`src/design/ewmb_pkg.sv`:
```
// Shared types, constants and arithmetic helpers for the world matrix builder.
package ewmb_pkg;

   localparam int SinCosWidth = 16;
   localparam int ScaleWidth = 16;
   localparam int EntryWidth = 25;
   localparam int PosWidth = 32;
   localparam int CordicWidth = 34;
   localparam int NumScales = 3;
   localparam int CsrIndexWidth = 2;
   localparam logic [CsrIndexWidth-1:0] CSR_SCALE_X = 2'd0;
   localparam logic [CsrIndexWidth-1:0] CSR_SCALE_Y = 2'd1;
   localparam logic [CsrIndexWidth-1:0] CSR_SCALE_Z = 2'd2;
   localparam logic signed [ScaleWidth-1:0] SCALE_ONE = 16'sd256;
   localparam logic signed [CordicWidth-1:0] CORDIC_X0 = 34'sd652032874;
   localparam logic signed [15:0] PI_Q13 = 16'sd25736;
   localparam logic signed [15:0] HALF_PI_Q13 = 16'sd12868;
   localparam logic signed [EntryWidth-1:0] ENTRY_MAX = 25'sd8388608;

   typedef logic signed [SinCosWidth-1:0] sc_type;
   typedef logic signed [PosWidth-1:0] pos_type;
   typedef logic signed [EntryWidth-1:0] entry_type;

   // Sine and cosine for the three angles plus the pass-through position.
   typedef struct packed {
      sc_type  sp;
      sc_type  cp;
      sc_type  sy;
      sc_type  cy;
      sc_type  sr;
      sc_type  cr;
      pos_type px;
      pos_type py;
      pos_type pz;
   } trig_type;

   // Arctangent table in Q0.24.
   function automatic logic [23:0] atan_q24(input int unsigned idx);
      logic [23:0] t;
      begin
         unique case (idx)
            0: t = 24'd13176795; 1: t = 24'd7778716; 2: t = 24'd4110060;
            3: t = 24'd2086331;  4: t = 24'd1047214; 5: t = 24'd524117;
            6: t = 24'd262123;   7: t = 24'd131069;
            default: t = 24'd1 << (24 - idx);
         endcase
         return t;
      end
   endfunction

   // Round Q2.30 to Q1.14 and saturate to plus or minus one.
   function automatic sc_type round_sat(input logic signed [CordicWidth-1:0] v);
      logic signed [CordicWidth:0] r;
      logic signed [CordicWidth-16:0] q;
      begin
         r = (CordicWidth+1)'(v) + (CordicWidth+1)'(34'sd32768);
         q = r[CordicWidth:16];
         if (q > 19'sd16384) return 16'sd16384;
         else if (q < -19'sd16384) return -16'sd16384;
         else return q[15:0];
      end
   endfunction

endpackage

```
`src/design/ewmb_cordic_cell.sv`:
```
// One CORDIC micro-rotation cell: a fixed shift, add and angle update per stage.
module ewmb_cordic_cell #(
   parameter int STAGE = 0,
   parameter int ZW = 16,
   parameter int FRAC = 13
) (
   input  logic                                      clock,
   input  logic                                      adv,
   input  logic signed [ewmb_pkg::CordicWidth-1:0]   x_i,
   input  logic signed [ewmb_pkg::CordicWidth-1:0]   y_i,
   input  logic signed [ZW-1:0]                      z_i,
   input  logic                                      neg_i,
   output logic signed [ewmb_pkg::CordicWidth-1:0]   x_o,
   output logic signed [ewmb_pkg::CordicWidth-1:0]   y_o,
   output logic signed [ZW-1:0]                      z_o,
   output logic                                      neg_o
);
   localparam int Sh = 24 - FRAC;
   localparam logic [24:0] AtanRaw = 25'(ewmb_pkg::atan_q24(STAGE));
   localparam logic [24:0] AtanRnd = (AtanRaw + (25'd1 << (Sh - 1))) >> Sh;
   localparam logic signed [ZW-1:0] Atan = ZW'(AtanRnd);

   logic signed [ewmb_pkg::CordicWidth-1:0] x_ff, y_ff, x_in, y_in;
   logic signed [ZW-1:0] z_ff, z_in;
   logic neg_ff;

   always_comb begin
      if (!z_i[ZW-1]) begin
         x_in = x_i - (y_i >>> STAGE);
         y_in = y_i + (x_i >>> STAGE);
         z_in = z_i - Atan;
      end else begin
         x_in = x_i + (y_i >>> STAGE);
         y_in = y_i - (x_i >>> STAGE);
         z_in = z_i + Atan;
      end
   end

   always_ff @(posedge clock) begin
      if (adv) begin
         x_ff <= x_in;
         y_ff <= y_in;
         z_ff <= z_in;
         neg_ff <= neg_i;
      end
   end

   assign x_o = x_ff;
   assign y_o = y_ff;
   assign z_o = z_ff;
   assign neg_o = neg_ff;
endmodule

```
`src/design/ewmb_sincos.sv`:
```
// Angle reduction followed by a chain of CORDIC cells for one angle.
module ewmb_sincos #(
   parameter int TRIG_ITERATIONS = 16,
   parameter int ANGLE_BITS = 16
) (
   input  logic                  clock,
   input  logic                  adv,
   input  logic signed [15:0]    angle,
   output ewmb_pkg::sc_type      sin_o,
   output ewmb_pkg::sc_type      cos_o
);
   localparam int Frac = ANGLE_BITS - 3;
   localparam int Zw = ANGLE_BITS + 2;
   localparam int Nc = TRIG_ITERATIONS;

   logic signed [ewmb_pkg::CordicWidth-1:0] xs [Nc+1];
   logic signed [ewmb_pkg::CordicWidth-1:0] ys [Nc+1];
   logic signed [Zw-1:0] zs [Nc+1];
   logic negs [Nc+1];
   logic signed [16:0] red;
   logic red_neg;
   logic signed [Zw+15:0] zwide;

   always_comb begin
      red = 17'(angle);
      red_neg = 1'b0;
      if (angle > ewmb_pkg::HALF_PI_Q13) begin
         red = 17'(angle) - 17'(ewmb_pkg::PI_Q13);
         red_neg = 1'b1;
      end else if (angle < -ewmb_pkg::HALF_PI_Q13) begin
         red = 17'(angle) + 17'(ewmb_pkg::PI_Q13);
         red_neg = 1'b1;
      end
      if (Frac >= 13) zwide = (Zw+16)'(red) <<< (Frac - 13);
      else zwide = (Zw+16)'(red) >>> (13 - Frac);
   end

   assign xs[0] = ewmb_pkg::CORDIC_X0;
   assign ys[0] = '0;
   assign zs[0] = zwide[Zw-1:0];
   assign negs[0] = red_neg;

   for (genvar g = 0; g < Nc; g++) begin : g_cell
      ewmb_cordic_cell #(.STAGE(g), .ZW(Zw), .FRAC(Frac)) u_cell (
         .clock(clock), .adv(adv),
         .x_i(xs[g]), .y_i(ys[g]), .z_i(zs[g]), .neg_i(negs[g]),
         .x_o(xs[g+1]), .y_o(ys[g+1]), .z_o(zs[g+1]), .neg_o(negs[g+1])
      );
   end

   ewmb_pkg::sc_type s_r, c_r;
   always_comb begin
      s_r = ewmb_pkg::round_sat(ys[Nc]);
      c_r = ewmb_pkg::round_sat(xs[Nc]);
      sin_o = negs[Nc] ? -s_r : s_r;
      cos_o = negs[Nc] ? -c_r : c_r;
   end
endmodule

```
`config.mk`:
```
export PLATFORM = sky130hd
export DESIGN_NAME = ewmb_sincos
export DESIGN_NICKNAME = d
export VERILOG_FILES = /design/src/design/ewmb_pkg.sv /design/src/design/ewmb_cordic_cell.sv /design/src/design/ewmb_sincos.sv
export SDC_FILE = /design/constraint.sdc
export NUM_CORES = 2
export LEC_CHECK = 0
export ABC_CLOCK_PERIOD_IN_PS = 5700
export BUFFER_PORTS_ARGS = -buffer_cell sky130_fd_sc_hd__clkbuf_2
export CORE_UTILIZATION = 56
export CTS_CLUSTER_SIZE = 8
export DETAILED_ROUTE_END_ITERATION = 16
export PLACE_DENSITY = 0.73
export SLEW_MARGIN = 25
export SYNTH_ARGS = -nofsm -noshare
export SYNTH_HDL_FRONTEND = slang
export SYNTH_SLANG_ARGS = --single-unit
```
`constraint.sdc`:
```
create_clock -name clock -period 5.7 [get_ports clock]
set_clock_uncertainty 0.15 [all_clocks]
set_input_delay 1.425 -clock clock [delete_from_list [all_inputs] [get_ports clock]]
set_output_delay 1.425 -clock clock [all_outputs]
set_load 0.03 [all_outputs]
```
# Word-level counts from Yosys, hierarchy flattened
# Cells that the tools add are included.
[op_classes]
shifts = 0
n_bitwise = 0
n_lt_le_gt_ge = 6
n_eq_ne = 0
multipliers = 0
reduce_logical = 0
mux = 55
n_div = 0
n_addsub = 96
[ops]
columns = ["op", "count"]
rows = [
  ["$mux 34", 31],
  ["$mux 18", 15],
  ["$mux 16", 6],
  ["$add 34x17->35 const B", 2],
  ["$add 34x19->34", 2],
  ["$add 34x20->34", 2],
  ["$add 34x21->34", 2],
  ["$add 34x22->34", 2],
  ["$add 34x23->34", 2],
  ["$add 34x24->34", 2],
  ["$add 34x25->34", 2],
  ["$add 34x26->34", 2],
  ["$add 34x27->34", 2],
  ["$add 34x28->34", 2],
  ["$add 34x29->34", 2],
  ["$add 34x30->34", 2],
  ["$add 34x31->34", 2],
  ["$add 34x32->34", 2],
  ["$sub 34x19->34", 2],
  ["$sub 34x20->34", 2],
  ["$sub 34x21->34", 2],
  ["$sub 34x22->34", 2],
  ["$sub 34x23->34", 2],
  ["$sub 34x24->34", 2],
  ["other kinds (47)", 63],
]
[totals]
mem_bits_ro = 0
reg_bits = 1340
latchBits = 0
wordCells = 219
ram_bits = 0
out_inout_bits = 32
mem_count = 0

# Longest topological paths before layout
[depth]
depth_word = 6
mapped_depth = 21
depth_no_buf = 20

# By module
# From an unflattened synthesis, not the netlist that was laid out.
[hier_totals]
hier_cells = 14407
area_unflattened_um2 = 130908.1
[modules_own_cells]
columns = ["module", "instances", "area_per_inst_um2", "cells_each", "seq_area_each_um2"]
rows = [
  ["ewmb_cordic_cell (g_cell[0].u_cell)", 1, 8926.1, 1030, 2582.5],
  ["ewmb_cordic_cell (g_cell[1].u_cell)", 1, 8481.9, 959, 2612.5],
  ["ewmb_cordic_cell (g_cell[2].u_cell)", 1, 8405.6, 955, 2612.5],
  ["ewmb_cordic_cell (g_cell[4].u_cell)", 1, 8375.5, 935, 2612.5],
  ["ewmb_cordic_cell (g_cell[3].u_cell)", 1, 8221.6, 918, 2612.5],
  ["ewmb_cordic_cell (g_cell[8].u_cell)", 1, 8175.3, 910, 2612.5],
  ["ewmb_cordic_cell (g_cell[12].u_cell)", 1, 8006.4, 877, 2612.5],
  ["ewmb_cordic_cell (g_cell[14].u_cell)", 1, 8000.2, 863, 2612.5],
  ["ewmb_cordic_cell (g_cell[5].u_cell)", 1, 7950.1, 861, 2612.5],
  ["ewmb_cordic_cell (g_cell[13].u_cell)", 1, 7896.3, 857, 2612.5],
  ["ewmb_cordic_cell (g_cell[7].u_cell)", 1, 7873.8, 844, 2612.5],
  ["ewmb_cordic_cell (g_cell[10].u_cell)", 1, 7853.8, 834, 2612.5],
  ["ewmb_cordic_cell (g_cell[9].u_cell)", 1, 7741.2, 809, 2612.5],
  ["ewmb_cordic_cell (g_cell[11].u_cell)", 1, 7666.1, 799, 2612.5],
  ["+3 rows", "n/a", "n/a", "n/a", "n/a"],
]

# Least setup slack after synthesis
# OpenSTA, ideal clock, no wires.
[synth_timing]
path_type = "input-to-reg"
startpoint = "input angle[4]"
endpoint = "register g_cell[0].u_cell.z_ff[14] (data pin)"
stages = 19
required_ns = 5.292
path_buffers = 1
setup_ns = 0.258
arrival_time_ns = 5.359
setup_slack_ns = -0.067
cell_sequence = "or3_1 -> o21ai_0 -> a21boi_0 -> o311a_1 -> o21bai_1 -> clkbuf_1 -> o21ai_0 -> inv_1 -> ha_1 -> a21o_1 -> a21oi_1 -> o21bai_1 -> a21oi_1 -> nor2b_1 -> o21a_1 -> o31a_1 -> o41ai_1 -> o21a_1 -> xnor2_1"
[synth_between]
elab_chain_len = 5
elab_cells_between_ends = 9
cone_classes = "add/sub (4); order compare (2); mux (3)"
[synth_lines]
columns = ["item", "line_no", "text"]
rows = [
  ["start, declared", "ewmb_sincos.sv:8", "input logic signed [15:0] angle,"],
  ["$add 16x16->17 / $lt 16x15->1 (equally long branches)", "ewmb_sincos.sv:31, ewmb_sincos.sv:30", ""],
  ["$mux 17", "ewmb_sincos.sv:30", "end else if (angle < -ewmb_pkg::HALF_PI_Q13) begin"],
  ["$mux 17 *", "ewmb_sincos.sv:27", "if (angle > ewmb_pkg::HALF_PI_Q13) begin"],
  ["$sub 17x14->18 / $add 17x14->18 (equally long branches)", "ewmb_cordic_cell.sv:31, ewmb_cordic_cell.sv:35", ""],
  ["$mux 18 *", "ewmb_cordic_cell.sv:28", "if (!z_i[ZW-1]) begin"],
  ["via g_cell[0].u_cell.z_in[14]", "ewmb_cordic_cell.sv:24", "logic signed [ZW-1:0] z_ff, z_in;"],
  ["end signal, assigned", "ewmb_cordic_cell.sv:43", "z_ff <= z_in;"],
  ["end, declared", "ewmb_cordic_cell.sv:24", ""],
]
# Mark *: on every way through the listed nets, which the timed path passes. The rest lies on a longest branch.
# A chain may end at the register's enable or synchronous reset.

# Worst setup path in the final report
[layout_timing]
startpoint = "register g_cell[15].u_cell.x_ff, in the netlist g_cell[15].u_cell.x_o[15]"
endpoint = "output cos_o[14]"
[layout_between]
elab_chain_len = 6
elab_cells_between_ends = 7
cone_classes = "add/sub (2); order compare (2); mux (3)"
[layout_lines]
columns = ["item", "line_no", "text"]
rows = [
  ["start, declared", "ewmb_cordic_cell.sv:23", "logic signed [ewmb_pkg::CordicWidth-1:0] x_ff, y_ff, x_in, y_in;"],
  ["start signal, assigned", "ewmb_cordic_cell.sv:41", "x_ff <= x_in;"],
  ["$add 34x17->35 *", "ewmb_pkg.sv:56", "r = (CordicWidth+1)'(v) + (CordicWidth+1)'(34'sd32768);"],
  ["$lt 19x15->1", "ewmb_pkg.sv:59", "else if (q < -19'sd16384) return -16'sd16384;"],
  ["$mux 16", "ewmb_pkg.sv:59", ""],
  ["$mux 16 *", "ewmb_pkg.sv:58", "if (q > 19'sd16384) return 16'sd16384;"],
  ["$neg 16->16", "ewmb_sincos.sv:56", "cos_o = negs[Nc] ? -c_r : c_r;"],
  ["$mux 16 *", "ewmb_sincos.sv:56", ""],
  ["end, declared", "ewmb_sincos.sv:10", "output ewmb_pkg::sc_type cos_o"],
]
# Every way passes the cells marked *; elsewhere a longest branch is shown, timed or not.

==> flow_metrics.py <==
metrics = {
    "status": {
        "outcome": "finished with violations",
        "violations": "DRC",
    },
    "synthesis": {
        "ys.flop_type": "edfxtp_1",
        "synth.avg_cell_area_sq_um": 9.48,
        "synthesis.area_sq_um": 106000,
        "synth_warnings": 0,
        "synth_fp_nets": 12450,
        "synth_edf_count": 1238,
        "seq_area_frac_synth": 0.349,
        "synth-seq-cells": 1238,
        "synth_cell_types": 97,
        "syn_inst": 11225,
        "async_flop_share": 0,
    },
    "drt": {
        "met1Wirelength_um": 118000,
        "routed.top_layer": "met4",
        "met3_length_um": 15000,
        "dr.pass1.iters": 14,
        "antenna_left": 0,
        "routed_wirelength_um": 280000,
        "vias_per_cell": 6.16,
        "routedWlPerCell_um": 20.0,
        "first_iter_violations": 6481,
        "route.met2.wl_um": 134000,
        "via_count": 86223,
        "drc": 4,
    },
    "worst_setup_path": {
        "cp_slowest_cell": "edfxtp_1",
        "cp-start-kind": "register",
        "critical_path_arrival_ns": 4.03,
        "crit_type": "reg -> out",
        "crit_path_end_kind": "output port",
        "required_ns": 4.12,
        "reg2reg_depth": 16,
        "path_cells": "ha_4 > nand4_1 > nor3_4 > buf_6 > and3_4 > or2_2 > a211oi_2 > or2_4 > a31oi_4 > nand2b_4 > ha_4 > nand4_1 > or2_4 > nor3_2 > o21ai_1 > nand2_1 > xnor2_1 > buf_4",
        "path_max_fanout": 3,
        "max_stage_delay_ns": 0.40,
    },
    "finish": {
        "fin_nets": 12691,
        "design_area_sq_um": 116000,
        "final_core_util": 0.617,
        "fin_cells": 13998,
        "final_common_cell": "edfxtp_1",
        "drive_above_1_share": 0.0574,
        "final_cell_mix": "1238 x edfxtp_1, 1161 x ha_1, 1159 x a21oi_1",
        "syn_to_final_growth_pct": 9.02,
    },
    "sta": {
        "rsz0062_at_grt": "true",
        "fmax_mhz": 178,
        "max-slew-margin-rel": 0.260,
        "hold_viol": 0,
        "hold_ws_ns": 0.235,
        "final-max-slew-violation-count": 0,
        "tightest_slew_ns": 1.11,
        "setup_viol": 0,
        "fin_crit_sh": 0.984,
        "fin_crit_ns": 5.61,
    },
    "flow_run": {
        "maxCapViolations": 0,
    },
    "floorplanning": {
        "io_pins": 50,
        "die_h_um": 438,
        "die_area_sq_um": 192000,
        "rows": 159,
        "start_util": 0.566,
        "die_w_um": 438,
        "core_area_sq_um": 188000,
    },
    "worst_hold_path": {
        "hp-class": "reg -> reg",
        "hold_path_depth": 0,
    },
    "global_route": {
        "antenna_found_initial": 2,
        "track_usage": 0.285,
        "grt_start_max_net_pins": 134,
        "gr-total-overflow": 0,
        "grt_pass1_vias": 82893,
        "grt_pass1_wl_um": 441000,
    },
    "placement": {
        "dp_hpwl_um": 220000,
        "post-place-cells": 13729,
        "portBuffers": 49,
        "placed_area_sq_um": 110000,
        "gp_routability_congestion": 0.976,
    },
    "clocking": {
        "cts-root-buf": "clkbuf_16",
        "clock_latency_ns": 0.84,
        "cts_hold_buf": 0,
        "htreeDepth": 4,
        "cts.clk_slew.worst_paths_ns": 0.05,
        "cts_buffers": 177,
        "cts_tree": "yes",
        "cts_sinks": 1238,
        "cts_buffer_depth": 3,
    },
}
[registers in the layout, indices dropped and copies added (netlist names)]
signal / count
g_cell.u_cell.neg_o: 16
g_cell.u_cell.x_o: 473
g_cell.u_cell.y_o: 496
g_cell.u_cell.z_o: 253
[critical path: cells and delay by family (launching register included)]
| family | cells | cell delay (ns) |
|---|---|---|
| and+or+nand+nor | 10 | 1.75 |
| DFF | 1 | 0.40 |
| buffers and inverters | 2 | 0.32 |
| adders and majority gates | 2 | 0.29 |
| AOI/OAI and AO/OA | 3 | 0.29 |
| xor gates and xnor gates | 1 | 0.14 |
[timing repair]
action / 4_1_cts / 5_1_grt
pin swaps: 15 / 23
setup buffers: 43 / 10
gates resized for setup: 42 / 55
endpoints found under the setup margin: 15 / 24
[final cells by class]
| type | instances | area, sq um |
|---|---|---|
| inverter | 546 | 2050 |
| multi-input combinational | 9248 | 66800 |
| fill | 15662 | 72200 |
| timing repair buffer | 255 | 1980 |
| tap | 2495 | 3120 |
| antenna | 1 | 2.50 |
| sequential | 1238 | 37200 |
| clock buffer | 192 | 4550 |
| clock inverter | 23 | 307 |
[cells in the mapped netlist, types with 18 or more instances]
cell / count / share of area
ha_1: 1165 / 0.14
o311ai_0: 22 / 0.0018
fa_1: 42 / 0.0079
xnor2_1: 1071 / 0.088
nor2_1: 1020 / 0.036
o21bai_1: 147 / 0.010
nand3_1: 183 / 0.0086
edfxtp_1: 1238 / 0.35
nor3_1: 336 / 0.016
o22ai_1: 19 / 0.0011
and4_1: 28 / 0.0023
a221oi_1: 23 / 0.0019
nor4_1: 88 / 0.0052
nand4_1: 67 / 0.0039
a211oi_1: 133 / 0.0094
and3b_1: 18 / 0.0015
nor3b_1: 35 / 0.0025
clkbuf_1: 152 / 0.0054
o2111ai_1: 22 / 0.0018
buf_1: 37 / 0.0013
o21a_1: 167 / 0.012
a21o_1: 459 / 0.032
mux2i_1: 71 / 0.0067
o211ai_1: 58 / 0.0041
a21boi_0: 41 / 0.0029
and3_1: 94 / 0.0055
inv_1: 546 / 0.019
a31o_2: 28 / 0.0023
nand2_1: 564 / 0.020
xor2_1: 581 / 0.048
a21oi_1: 1164 / 0.055
or3_1: 78 / 0.0046
mux2_2: 46 / 0.0049
o41ai_1: 35 / 0.0029
or4_1: 32 / 0.0023
a2111oi_0: 23 / 0.0019
o31ai_1: 59 / 0.0042
nor2b_1: 152 / 0.0089
o21ai_0: 505 / 0.024
nand2b_1: 166 / 0.0098
a31oi_1: 123 / 0.0072
and2_1: 59 / 0.0035
o31a_1: 31 / 0.0026
or2_2: 40 / 0.0024
a211o_1: 43 / 0.0035
[logic make-up after synthesis]
kind of cell,after synthesis,synth area share
compound gates,3256,0.195
simple gates,3015,0.137
xor+xnor,1652,0.136
flops,1238,0.349
fa+ha+maj,1207,0.145
buf+inv,739,0.0261
mux,117,0.0115
other cells,1,0.0000352
[metrics by stage]
stage	TNS [ns]	worst slack, ns
3_3_place_gp	-0.0308	-0.0290
6_report	0	0.0930
2_1_floorplan	0	0.0332
5_1_grt	-0.339	-0.114
4_1_cts	0	0.00680
3_5_place_dp	-0.0456	-0.0456
[metal layers]
layer | GRT usage | vias to the layer above
met3 | 0.0318 | 633
met4 | 0.135 | 0
met1 | 0.358 | 40926
li1 | - | 41953
met5 | 0 | -
met2 | 0.490 | 2711
[path summary, 6_finish.rpt]
check | startpoint | slack [ns] | end
max | g_cell[15].u_cell.x_o[15] | 0.09 | cos_o[14]
min | g_cell[12].u_cell.neg_o | 0.24 | g_cell[13].u_cell.neg_o
max reg2reg | g_cell[8].u_cell.x_o[10] | 0.31 | g_cell[9].u_cell.y_o[33]
min reg2reg | g_cell[12].u_cell.neg_o | 0.24 | g_cell[13].u_cell.neg_o
Power is not shown: default switching activity piles up to over one toggle a cycle in this logic, so the estimate is an artifact.
